<file path="config.mk">
export PLATFORM = sky130hd
export DESIGN_NAME = breathing_led_wave_generator_top
export DESIGN_NICKNAME = d
export VERILOG_FILES = /design/src/blwg_pkg.sv /design/src/blwg_div.sv /design/src/breathing_led_wave_generator_top.sv
export VERILOG_INCLUDE_DIRS = /design/src /design/src/src
export SDC_FILE = /design/constraint.sdc
export NUM_CORES = 2
export LEC_CHECK = 0
export ABC_AREA = 1
export BUFFER_PORTS_ARGS = -buffer_cell sky130_fd_sc_hd__buf_2
export CORE_UTILIZATION = 35
export CTS_CLUSTER_DIAMETER = 30
export CTS_CLUSTER_SIZE = 28
export DETAILED_ROUTE_END_ITERATION = 8
export MAX_ROUTING_LAYER = met4
export SLEW_MARGIN = 0
export SYNTH_ARGS = -nofsm -noshare
export SYNTH_HDL_FRONTEND = slang
export SYNTH_HIERARCHICAL = 1
export SYNTH_SLANG_ARGS = --single-unit
export TNS_END_PERCENT = 5
</file>
<file path="constraint.sdc">
create_clock -name clk -period 13 [get_ports clk]
set_input_delay 2.6 -clock clk [delete_from_list [all_inputs] [get_ports clk]]
set_output_delay 2.6 -clock clk [all_outputs]
set_load 0.1 [all_outputs]
</file>
<file path="src/breathing_led_wave_generator_top_macros.svh">
// Assertion macros shared by the breathing LED wave generator.
`ifndef BREATHING_LED_WAVE_GENERATOR_TOP_MACROS_SVH
`define BREATHING_LED_WAVE_GENERATOR_TOP_MACROS_SVH

// Same-cycle implication checked on every clock edge outside reset.
`define BLWG_ASSERT_NOW(lbl, ante, cons) \
  lbl: assert property (@(posedge clk) disable iff (rst) (ante) |-> (cons)) \
    else $error("blwg assertion failed");

// Next-cycle implication checked on every clock edge outside reset.
`define BLWG_ASSERT_NEXT(lbl, ante, cons) \
  lbl: assert property (@(posedge clk) disable iff (rst) (ante) |=> (cons)) \
    else $error("blwg assertion failed");

`endif

</file>
<file path="src/blwg_pkg.sv">
// Package with types and constants of the breathing LED wave generator.
package blwg_pkg;

  localparam int DIV_W = 26;
  localparam int DVS_W = 16;
  localparam int DIV_CNT_W = 5;

  localparam logic [31:0] SIN_CA = 32'd1686629713;
  localparam logic [31:0] SIN_CB = 32'd693598668;
  localparam logic [31:0] SIN_CC = 32'd85569306;
  localparam logic [31:0] SIN_CD = 32'd5026995;
  localparam logic [31:0] SIN_CE = 32'd172272;

  typedef enum logic [2:0] {
    REG_IDLE_LEVEL = 3'd0,
    REG_MIN_LEVEL  = 3'd1,
    REG_MAX_LEVEL  = 3'd2,
    REG_SIDE_LEVEL = 3'd3,
    REG_RAMP_MS    = 3'd4,
    REG_FRAME_STEP = 3'd5,
    REG_BREATHE_MS = 3'd6
  } reg_index_t;

  typedef enum logic [4:0] {
    ST_IDLE,
    ST_PRE_MOD,
    ST_PRE_THETA,
    ST_PRE_WEIGHT,
    ST_PX_START,
    ST_SIN0,
    ST_SIN1,
    ST_SIN2,
    ST_SIN3,
    ST_SIN4,
    ST_SIN5,
    ST_SIN6,
    ST_PX_B,
    ST_PX_C,
    ST_PX_G,
    ST_PX_H,
    ST_PX_R1,
    ST_PX_R2,
    ST_PX_R3,
    ST_EMIT,
    ST_FIN
  } state_t;

  typedef struct packed {
    logic busy;
    logic done;
  } div_status_t;

endpackage

</file>
<file path="src/blwg_div.sv">
// Restoring divider that produces one quotient bit per cycle.
module blwg_div
  import blwg_pkg::*;
(
  input  logic               clk,
  input  logic               rst,
  input  logic               start,
  input  logic [DIV_W-1:0]   dividend,
  input  logic [DVS_W-1:0]   divisor,
  output logic [DIV_W-1:0]   quot,
  output logic [DVS_W-1:0]   rem,
  output div_status_t        status
);

  logic [DVS_W:0]       rem_q;
  logic [DIV_W-1:0]     quo_q;
  logic [DVS_W-1:0]     dvs_q;
  logic [DIV_CNT_W-1:0] cnt;
  logic                 busy;
  logic                 done;
  logic [DVS_W:0]       shifted;
  logic                 fits;

  assign shifted = {rem_q[DVS_W-1:0], quo_q[DIV_W-1]};
  assign fits    = shifted >= {1'b0, dvs_q};

  always_ff @(posedge clk) begin
    if (rst) begin
      busy <= 1'b0;
      done <= 1'b0;
      cnt  <= '0;
    end else begin
      done <= 1'b0;
      if (start) begin
        busy <= 1'b1;
        cnt  <= DIV_CNT_W'(DIV_W);
      end else if (busy) begin
        cnt <= cnt - 1'b1;
        if (cnt == DIV_CNT_W'(1)) begin
          busy <= 1'b0;
          done <= 1'b1;
        end
      end
    end
  end

  always_ff @(posedge clk) begin
    if (start) begin
      rem_q <= '0;
      quo_q <= dividend;
      dvs_q <= divisor;
    end else if (busy) begin
      rem_q <= fits ? (shifted - {1'b0, dvs_q}) : shifted;
      quo_q <= {quo_q[DIV_W-2:0], fits};
    end
  end

  assign quot        = quo_q;
  assign rem         = rem_q[DVS_W-1:0];
  assign status.busy = busy;
  assign status.done = done;

endmodule

</file>
<file path="src/breathing_led_wave_generator_top.sv">
// Top level of the breathing LED wave generator: sequencer, shared multiplier, registers.
// Sequence: a frame request runs three divider passes, then the per-pixel states (with the
// ramp states added while ramping), then a divider pass for the time update.
// Throughput: one item at a time, set by the shared 32x32 multiplier and bit-serial divider.
// A request with frame_request low is accepted in ST_IDLE and yields no result.
// Reset (rst, synchronous) loads the register defaults and clears phase, ramp and sequencer.
module breathing_led_wave_generator_top
  import blwg_pkg::*;
#(
  parameter int PIXELS       = 22,
  parameter int SINE_ENTRIES = 1024
) (
  input  logic        clk,
  input  logic        rst,
  input  logic        cfg_we,
  input  logic [2:0]  cfg_addr,
  input  logic [15:0] cfg_wdata,
  input  logic        in_valid,
  output logic        in_stall,
  input  logic        frame_request,
  output logic        out_valid,
  input  logic        out_stall,
  output logic [5:0]  pixel_index,
  output logic [7:0]  green_wire,
  output logic [7:0]  red_wire,
  output logic [7:0]  blue_wire,
  output logic        last_pixel
);

`include "breathing_led_wave_generator_top_macros.svh"

  localparam int LOG_W = $clog2(SINE_ENTRIES);
  localparam int ANG_SHIFT = 16 - LOG_W;
  localparam int PIX_W = $clog2(PIXELS);

  logic [6:0]  idle_level, min_level, max_level, side_level;
  logic [15:0] ramp_ms;
  logic [9:0]  frame_step;
  logic [13:0] breathe_ms;

  logic [13:0]       phase_time;
  logic [16:0]       ramp_time;
  logic              ramping;
  logic [PIX_W-1:0]  pix;
  logic [LOG_W-1:0]  theta;
  logic [8:0]        weight;
  logic [15:0]       sin_ang;
  logic              sin_ret;
  logic [15:0]       z;
  logic [30:0]       z2;
  logic signed [16:0] a_val;
  logic [14:0]       cos_val;
  logic [15:0]       acc;
  logic [15:0]       idle_term;
  logic [6:0]        g_lvl;
  logic [6:0]        rb_lvl;
  logic [63:0]       prod;

  state_t state, state_next;

  logic [31:0]      mul_a, mul_b;
  logic             div_start;
  logic [DIV_W-1:0] div_dividend;
  logic [DVS_W-1:0] div_divisor;
  logic [DIV_W-1:0] div_quot;
  logic [DVS_W-1:0] div_rem;
  div_status_t      div_status;

  logic [LOG_W-1:0] phi_tab [PIXELS];
  logic [15:0]      cang_tab [PIXELS];

  for (genvar gi = 0; gi < PIXELS; gi++) begin : g_tab
    localparam longint DIST = (2 * gi >= PIXELS - 1) ? (2 * gi - (PIXELS - 1))
                                                      : ((PIXELS - 1) - 2 * gi);
    localparam longint PHI = DIST * SINE_ENTRIES / (2 * (PIXELS - 1));
    localparam longint CANG = DIST * 64'd655360000 / (2 * (PIXELS - 1) * 20001) + 16384;
    assign phi_tab[gi]  = LOG_W'(PHI);
    assign cang_tab[gi] = 16'(CANG);
  end

  blwg_div u_div (
    .clk      (clk),
    .rst      (rst),
    .start    (div_start),
    .dividend (div_dividend),
    .divisor  (div_divisor),
    .quot     (div_quot),
    .rem      (div_rem),
    .status   (div_status)
  );

  logic [13:0] br;
  logic [15:0] rp;
  logic [6:0]  span;
  logic        last;
  logic [1:0]  quad;
  logic [15:0] z_raw, z_comb;
  logic [31:0] horner_c, horner_t;
  logic [63:0] ysum;
  logic [17:0] y_raw;
  logic [14:0] y_clamp;
  logic [15:0] h_val;
  logic [7:0]  g_sum;
  logic [8:0]  inv_weight;
  logic [16:0] mix_sum;
  logic [LOG_W-1:0] wave_k;
  logic [16:0] ramp_sum;

  assign br         = (breathe_ms == 14'd0) ? 14'd1 : breathe_ms;
  assign rp         = (ramp_ms == 16'd0) ? 16'd1 : ramp_ms;
  assign span       = (max_level > min_level) ? (max_level - min_level) : 7'd0;
  assign last       = pix == PIX_W'(PIXELS - 1);
  assign quad       = sin_ang[15:14];
  assign z_raw      = {1'b0, sin_ang[13:0], 1'b0};
  assign z_comb     = quad[0] ? (16'd32768 - z_raw) : z_raw;
  assign horner_t   = horner_c - prod[61:30];
  assign ysum       = prod + 64'd536870912;
  assign y_raw      = ysum[47:30];
  assign y_clamp    = (y_raw > 18'd32767) ? 15'd32767 : y_raw[14:0];
  assign h_val      = 16'(17'(a_val + 17'sd32768) >> 1);
  assign g_sum      = 8'(min_level) + 8'(prod[21:15]);
  assign inv_weight = 9'd256 - weight;
  assign mix_sum    = 17'(acc) + 17'(prod[15:0]);
  assign wave_k     = theta - phi_tab[pix];
  assign ramp_sum   = ramp_time + 17'(frame_step);

  always_comb begin
    case (state)
      ST_SIN2: horner_c = SIN_CD;
      ST_SIN3: horner_c = SIN_CC;
      ST_SIN4: horner_c = SIN_CB;
      default: horner_c = SIN_CA;
    endcase
  end

  always_ff @(posedge clk) begin
    prod <= 64'(mul_a) * 64'(mul_b);
  end

  always_ff @(posedge clk) begin
    if (rst) begin
      state <= ST_IDLE;
    end else begin
      state <= state_next;
    end
  end

  always_comb begin
    state_next = state;
    case (state)
      ST_IDLE:       if (in_valid && frame_request) state_next = ST_PRE_MOD;
      ST_PRE_MOD:    if (div_status.done) state_next = ST_PRE_THETA;
      ST_PRE_THETA:  if (div_status.done) state_next = ST_PRE_WEIGHT;
      ST_PRE_WEIGHT: if (div_status.done) state_next = ST_PX_START;
      ST_PX_START:   state_next = ST_SIN0;
      ST_SIN0:       state_next = ST_SIN1;
      ST_SIN1:       state_next = ST_SIN2;
      ST_SIN2:       state_next = ST_SIN3;
      ST_SIN3:       state_next = ST_SIN4;
      ST_SIN4:       state_next = ST_SIN5;
      ST_SIN5:       state_next = ST_SIN6;
      ST_SIN6:       state_next = sin_ret ? ST_PX_B : ST_SIN0;
      ST_PX_B:       state_next = ST_PX_C;
      ST_PX_C:       state_next = ST_PX_G;
      ST_PX_G:       state_next = ST_PX_H;
      ST_PX_H:       state_next = ramping ? ST_PX_R1 : ST_EMIT;
      ST_PX_R1:      state_next = ST_PX_R2;
      ST_PX_R2:      state_next = ST_PX_R3;
      ST_PX_R3:      state_next = ST_EMIT;
      ST_EMIT: begin
        if (!out_stall) state_next = last ? ST_FIN : ST_PX_START;
      end
      ST_FIN:        if (div_status.done) state_next = ST_IDLE;
      default:       state_next = ST_IDLE;
    endcase
  end

  always_comb begin
    mul_a        = '0;
    mul_b        = '0;
    div_start    = 1'b0;
    div_dividend = '0;
    div_divisor  = 16'(br);
    in_stall     = 1'b1;
    out_valid    = 1'b0;
    case (state)
      ST_IDLE: begin
        in_stall     = 1'b0;
        div_start    = in_valid && frame_request;
        div_dividend = DIV_W'(phase_time);
      end
      ST_PRE_MOD: begin
        div_start    = div_status.done;
        div_dividend = DIV_W'(div_rem[13:0]) << LOG_W;
      end
      ST_PRE_THETA: begin
        div_start    = div_status.done;
        div_dividend = DIV_W'({ramp_time, 8'd0});
        div_divisor  = rp;
      end
      ST_SIN0: begin
        mul_a = 32'(z_comb);
        mul_b = 32'(z_comb);
      end
      ST_SIN1: begin
        mul_a = prod[31:0];
        mul_b = SIN_CE;
      end
      ST_SIN2, ST_SIN3, ST_SIN4: begin
        mul_a = 32'(z2);
        mul_b = horner_t;
      end
      ST_SIN5: begin
        mul_a = 32'(z);
        mul_b = horner_t;
      end
      ST_PX_B: begin
        mul_a = 32'(h_val);
        mul_b = 32'(cos_val);
      end
      ST_PX_C: begin
        mul_a = 32'(prod[29:15]);
        mul_b = 32'(prod[29:15]);
      end
      ST_PX_G: begin
        mul_a = 32'(prod[29:15]);
        mul_b = 32'(span);
      end
      ST_PX_H: begin
        mul_a = 32'(g_sum);
        mul_b = 32'(weight);
      end
      ST_PX_R1: begin
        mul_a = 32'(idle_level);
        mul_b = 32'(inv_weight);
      end
      ST_PX_R2: begin
        mul_a = 32'(side_level);
        mul_b = 32'(weight);
      end
      ST_EMIT: begin
        out_valid    = 1'b1;
        div_start    = !out_stall && last;
        div_dividend = DIV_W'(15'(phase_time) + 15'(frame_step));
      end
      default: begin
      end
    endcase
  end

  always_ff @(posedge clk) begin
    if (rst) begin
      idle_level <= 7'd0;
      min_level  <= 7'd10;
      max_level  <= 7'd127;
      side_level <= 7'd1;
      ramp_ms    <= 16'd3000;
      frame_step <= 10'd20;
      breathe_ms <= 14'd4000;
    end else if (cfg_we) begin
      case (cfg_addr)
        REG_IDLE_LEVEL: idle_level <= cfg_wdata[6:0];
        REG_MIN_LEVEL:  min_level  <= cfg_wdata[6:0];
        REG_MAX_LEVEL:  max_level  <= cfg_wdata[6:0];
        REG_SIDE_LEVEL: side_level <= cfg_wdata[6:0];
        REG_RAMP_MS:    ramp_ms    <= cfg_wdata;
        REG_FRAME_STEP: frame_step <= cfg_wdata[9:0];
        REG_BREATHE_MS: breathe_ms <= cfg_wdata[13:0];
        default: begin
        end
      endcase
    end
  end

  always_ff @(posedge clk) begin
    if (rst) begin
      phase_time <= '0;
      ramp_time  <= '0;
      ramping    <= 1'b1;
      pix        <= '0;
    end else begin
      case (state)
        ST_PRE_WEIGHT: if (div_status.done) pix <= '0;
        ST_EMIT: if (!out_stall && !last) pix <= pix + 1'b1;
        ST_FIN: begin
          if (div_status.done) begin
            pix        <= '0;
            phase_time <= div_rem[13:0];
            if (ramping) begin
              ramp_time <= ramp_sum;
              if (ramp_sum >= 17'(rp)) ramping <= 1'b0;
            end
          end
        end
        default: begin
        end
      endcase
    end
  end

  always_ff @(posedge clk) begin
    case (state)
      ST_PRE_THETA: if (div_status.done) theta <= div_quot[LOG_W-1:0];
      ST_PRE_WEIGHT: begin
        if (div_status.done) begin
          weight <= (div_quot > DIV_W'(256)) ? 9'd256 : div_quot[8:0];
        end
      end
      ST_PX_START: begin
        sin_ang <= 16'(wave_k) << ANG_SHIFT;
        sin_ret <= 1'b0;
      end
      ST_SIN0: z <= z_comb;
      ST_SIN1: z2 <= prod[30:0];
      ST_SIN6: begin
        if (!sin_ret) begin
          a_val   <= quad[1] ? -17'(y_clamp) : 17'(y_clamp);
          sin_ang <= cang_tab[pix];
          sin_ret <= 1'b1;
        end else begin
          cos_val <= quad[1] ? 15'd0 : y_clamp;
        end
      end
      ST_PX_H: begin
        g_lvl <= g_sum[6:0];
        if (!ramping) rb_lvl <= side_level;
      end
      ST_PX_R1: acc <= prod[15:0];
      ST_PX_R2: begin
        g_lvl     <= mix_sum[14:8];
        idle_term <= prod[15:0];
      end
      ST_PX_R3: rb_lvl <= 7'((17'(prod[15:0]) + 17'(idle_term)) >> 8);
      default: begin
      end
    endcase
  end

  assign pixel_index = 6'(pix);
  assign green_wire  = {1'b1, g_lvl};
  assign red_wire    = {1'b1, rb_lvl};
  assign blue_wire   = {1'b1, rb_lvl};
  assign last_pixel  = last;

  `BLWG_ASSERT_NOW(a_out_blocks_in, out_valid, in_stall)
  `BLWG_ASSERT_NOW(a_idle_div_quiet, state == ST_IDLE, !div_status.busy)
  `BLWG_ASSERT_NOW(a_side_match, out_valid, green_wire[7] && red_wire == blue_wire)
  `BLWG_ASSERT_NEXT(a_emit_advances, out_valid && !out_stall && !last_pixel,
                    !out_valid && in_stall)

endmodule
</file>
Word level (Yosys, flattened, before mapping)
Memory sizes are Yosys's and may differ from the RTL's.
Index checks and enable logic that the tools add are counted.
{"block": "totals", "regBits": 396, "rom_bits": 832, "output_inout_bits": 33, "word_cells": 186, "mem_count": 2}
{"name": "(name not given)", "depth": 32, "word_bits": 16, "read_ports": 1, "rd_ports_with_merged_regs": 0, "wr": 0, "line_no": "breathing_led_wave_generator_top.sv:318", "source": "sin_ang <= cang_tab[pix];"}
{"name": "(name not given)", "depth": 32, "word_bits": 10, "read_ports": 1, "rd_ports_with_merged_regs": 0, "wr": 0, "line_no": "breathing_led_wave_generator_top.sv:124", "source": "assign wave_k = theta - phi_tab[pix];"}
{"block": "op_classes", "add_sub_neg": 16, "mul": 1, "order_cmp": 6, "n_eq_ne": 38, "muxes": 47, "n_bitwise": 3, "reduce_logical": 39}
{"operator": "$pmux W32 S9", "count": 1}
{"operator": "$pmux W32 S8", "count": 1}
{"operator": "$pmux W5 S21", "count": 1}
{"operator": "$pmux W25 S4", "count": 1}
{"operator": "$mux W16", "count": 6}
{"operator": "$pmux W31 S3", "count": 1}
{"operator": "$mul A32 B32 Y62", "count": 1}
{"operator": "$mux W26", "count": 2}
{"operator": "$mux W5", "count": 10}
{"operator": "$add A48 B30 Y48 const B", "count": 1}
{"operator": "$eq A5 B4 Y1 const B", "count": 8}
{"operator": "$ge A17 B16 Y1", "count": 2}
{"operator": "$pmux W16 S2", "count": 1}
{"operator": "$sub A31 B32 Y32", "count": 1}
{"operator": "$add A15 B15 Y15", "count": 2}
{"operator": "$eq A5 B5 Y1 const B", "count": 6}
{"operator": "$mux W15", "count": 2}
{"operator": "$mux W14", "count": 2}
{"operator": "$pmux W7 S2", "count": 2}
{"operator": "$reduce_and A2 Y1", "count": 14}
{"operator": "$gt A26 B9 Y1 const B", "count": 1}
{"operator": "$eq A5 B3 Y1 const B", "count": 4}
{"operator": "$mux W10", "count": 2}
{"operator": "$gt A18 B15 Y1 const B", "count": 1}
{"operator": "42 further kinds", "count": 77}

Logic depth before layout (Yosys ltp)
{"block": "depth", "depth_word": 6, "depth_mapped": 54, "ltp_nobuf": 52}

Hierarchy
Netlist, hierarchy kept.
{"module": "breathing_led_wave_generator_top", "n_inst": 1, "cells_each": 6487, "area_per_inst_um2": 52813.2, "seq_area_each_um2": 8157.8}
{"module": "blwg_div", "n_inst": 1, "cells_each": 486, "area_per_inst_um2": 3876.2, "seq_area_each_um2": 1721.7}

Worst setup path before layout
No wires, ideal clock.
{"block": "synth_path", "kind": "flip-flop to flip-flop", "startpoint": "reg state[4]", "endpoint": "reg prod[58]", "setup_time_ps": 72, "t_arrival_ps": 8534, "required_ps": 12928, "setup_slack_ps": 4394, "path_stages_with_launch": 44, "cell_sequence": "dfxtp_1 -> buf_4 -> inv_2 -> buf_6 -> nand2_1 -> nor2_1 -> nor2_1 -> inv_1 -> ha_1 -> inv_1 -> nor2_1 -> o21ai_1 -> nand2_1 -> nand2_1 -> nand3_1 -> nand2_1 -> nand2_1 -> nand2_1 -> [8 not listed] -> fa_1 -> inv_1 -> fa_1 -> fa_1 -> fa_1 -> fa_1 -> fa_1 -> inv_1 -> fa_1 -> inv_1 -> ha_1 -> nand2_1 -> nor2_1 -> inv_1 -> nor4_1 -> or3b_2 -> nand2_1 -> xor2_1"}
{"block": "synth_via", "elab_chain_len": 5}
{"item": "from (decl)", "line_no": "breathing_led_wave_generator_top.sv:59", "source": "state_t state, state_next;"}
{"item": "from (signal assigned)", "line_no": "breathing_led_wave_generator_top.sv:144", "source": "state <= state_next;"}
{"item": "$eq A5 B4 Y1 / $eq A5 B3 Y1 (equally long branches)", "line_no": "breathing_led_wave_generator_top.sv:128, breathing_led_wave_generator_top.sv:186"}
{"item": "$pmux W31 S3", "line_no": "breathing_led_wave_generator_top.sv:128", "source": "case (state)"}
{"item": "$sub A31 B32 Y32", "line_no": "breathing_led_wave_generator_top.sv:116", "source": "assign horner_t = horner_c - prod[61:30];"}
{"item": "$pmux W32 S8", "line_no": "breathing_led_wave_generator_top.sv:186", "source": "case (state)"}
{"item": "$mul A32 B32 Y62 (*)", "line_no": "breathing_led_wave_generator_top.sv:137", "source": "prod <= 64'(mul_a) * 64'(mul_b);"}
{"item": "to (signal assigned)", "line_no": "breathing_led_wave_generator_top.sv:137"}
{"item": "to (decl)", "line_no": "breathing_led_wave_generator_top.sv:57", "source": "logic [63:0] prod;"}
Mark *: on every way between the ends. The rest lies on a longest branch, timed or not.
A chain may end at the register's enable or synchronous reset.

Worst setup path in the final report
{"block": "layout_path", "startpoint": "reg state[4]", "endpoint": "reg prod[47]"}
The elaborated chain is that of the path after synthesis.

==> results by group <==
Setup path
  • R2r startpoint: state[4]$_SDFFE_PP0P_
  • Crit-path slowest cell: nor4_1
  • Kind of critical path: register to register
  • Flop2flop setup slack: 1200 ps
  • Nature of the critical path startpoint: register
  • Reg2reg path depth: 38
  • CP Max Fanout: 21
  • Crit-path max cell delay: 750 ps
  • WP data arrival: 12330 ps
  • Reg2Reg Capture Point: prod[47]$_DFF_P_
  • Critical Path Source: state[4]$_SDFFE_PP0P_
  • Req. time, crit path: 13530 ps
  • Crit. End Element: register
  • CP dominant cell by count: fa_1

Drt
  • Routed WL per cell: 22.7 um
  • Vias: 48100
  • Drt pass-1 iters: 6
  • DRC violations left: 0
  • WL final: 209000 um
  • First DRT Iteration DRCs: 4549
  • Vias per cell: 5.23
  • Antenna viol nets, final: 0

CTS
  • Clk_lat worst skew: 630 ps
  • Setup Fix Bufs, Post-CTS: 0
  • Reg clk slew, reported paths: 50 ps
  • H-tree depth: 3
  • CTS tree: yes
  • Post_cts resized: 0
  • # clock sinks: 394
  • CTS Buf Count: 86
  • Max Root-Sink Buffers: 3
  • CTS Hold Buffers Added: 0
  • Root Driver: clkbuf_16

STA
  • Slew HR: 0.197
  • Setup Viol. Count Final: 0
  • Measured slew at the worst slew-check pin: 1200 ps
  • Clock Skew: 24.9 ps
  • Setup TNS Final: 0 ps
  • RSZ-0062 raised after global routing: no
  • Final period utilization: 0.908
  • Max Freq: 84.7 MHz
  • Final Critical Period: 11800 ps
  • Slew Viols, Final: 0
  • Final hold violation count: 0

Placement
  • DPL Wire Length: 166000 um
  • Port Buf Inserts: 53
  • GPL Wtd Cong: 1.01
  • Cells after DPL: 9042

Power
  • Tot Pwr: 4.18 mW
  • Power Density: 67.3 nW/um^2
  • Max VDD drop: 0.0942 mV
  • Leakage: 29.8 nW

Floorplan
  • Die width: 404 um
  • Core ar.: 161000 sq um
  • I/O pins: 58
  • Die area: 164000 sq um
  • Chip Height: 404 um
  • Cell Rows: 147
  • Initial Utilization: 0.353

Global route
  • Initial antenna violation count: 4
  • Global-route wire length before repair: 312000 um
  • Largest net degree at the start of global routing: 91
  • Vias in the first global route: 49100
  • Gr usage total: 0.263
  • Total congestion overflow: 0

Min path
  • Hold path start: breathe_ms[13]$_SDFFE_PP0P_
  • WHS Endpoint: breathe_ms[13]$_SDFFE_PP0P_
  • Hold/Removal Path Class: register to register
  • Hold Path Stages: 2

Final layout
  • Most frequent cells in the layout: inv_1 (1501), nand2_1 (1311), fa_1 (902)
  • Layout cell share with drive strength beyond 1: 0.0716
  • Most common cell after layout, fill and taps aside: inv_1
  • Nets: 8281
  • Synth-to-Final Area Change: 9.52%
  • FILL cells: 16700
  • Fin cells: 9204

Yosys
  • Yosys warns: 6
  • Cells after Synth: 6972
  • Netlist Area Pre-Place: 56700 sq um
  • Mean Syn Cell Area: 8.13 sq um

Job
  • Number of max-cap violations: 0

Outcome
  • Outcome: completed
worst max path at each step:
stage                                  end  slack [ps]  cells after the start
after detailed placement  prod[51]$_DFF_P_        1370                     43
after floorplan           prod[58]$_DFF_P_        4390                     43
after global placement    prod[51]$_DFF_P_        1400                     41
after CTS                 prod[47]$_DFF_P_        1300                     42
final                     prod[47]$_DFF_P_        1200                     38
after global routing      prod[47]$_DFF_P_         710                     44
worst max-delay path: cells and delay by family (launching register included):
kind / cells / cell delay [ps]
flops: 1 / 550
xor+xnor: 2 / 460
buf+inv: 8 / 1570
compound gates: 2 / 410
simple gates: 16 / 3600
fa+ha+maj: 10 / 5080
state kept, by name (all words and copies together), names as in the netlist, 14 cells and up:
| name | flops |
|---|---|
| phase_time | 14 |
| u_div/dvs_q | 16 |
| u_div/rem_q | 16 |
| u_div/quot | 26 |
| z2 | 31 |
| a_val | 16 |
| idle_term | 15 |
| prod | 62 |
| ramp_ms | 16 |
| ramp_time | 17 |
| cos_val | 15 |
| sin_ang | 16 |
| z | 15 |
| acc | 15 |
| breathe_ms | 14 |
cell type report:
type	instances	area, sq um	share of cell area
Tap cell	2160	2700	0.0435
Inverter	1573	5910	0.0952
Sequential cell	394	9880	0.159
Timing Repair Buffer	147	971	0.0156
Antenna cell	2	5.00	0.0000806
Multi-Input combinational cell	4768	39700	0.640
Clock inverter	62	601	0.00967
Clock buffer	98	2300	0.0371
stage by stage:
step / hold WS (ps) / setup slack, ps / utilization / instance area (sq um)
after floorplan: 425 / 4390 / - / 56800
after global placement: 452 / 1400 / 0.368 / 59200
after detailed placement: 459 / 1370 / 0.368 / 59200
after CTS: 467 / 1300 / 0.386 / 62100
after global routing: 489 / 709 / 0.386 / 62100
final: 469 / 1200 / 0.386 / 62100
power by group:
| group | switching (mW) | internal, mW | total, mW |
|---|---|---|---|
| Clock | 0.788 | 1.40 | 2.18 |
| Sequential | 0.0541 | 1.38 | 1.43 |
| Combinational | 0.403 | 0.157 | 0.560 |
routing by layer:
layer | track usage | vias up | wire [um]
met2 | 0.422 | 2206 | 97400
met5 | - | - | 0
met1 | 0.337 | 23900 | 86200
met3 | 0.0310 | 517 | 15500
met4 | 0.106 | 0 | 9910
li1 | - | 21500 | -
No activity file was read; power rests on OpenSTA's default activity.
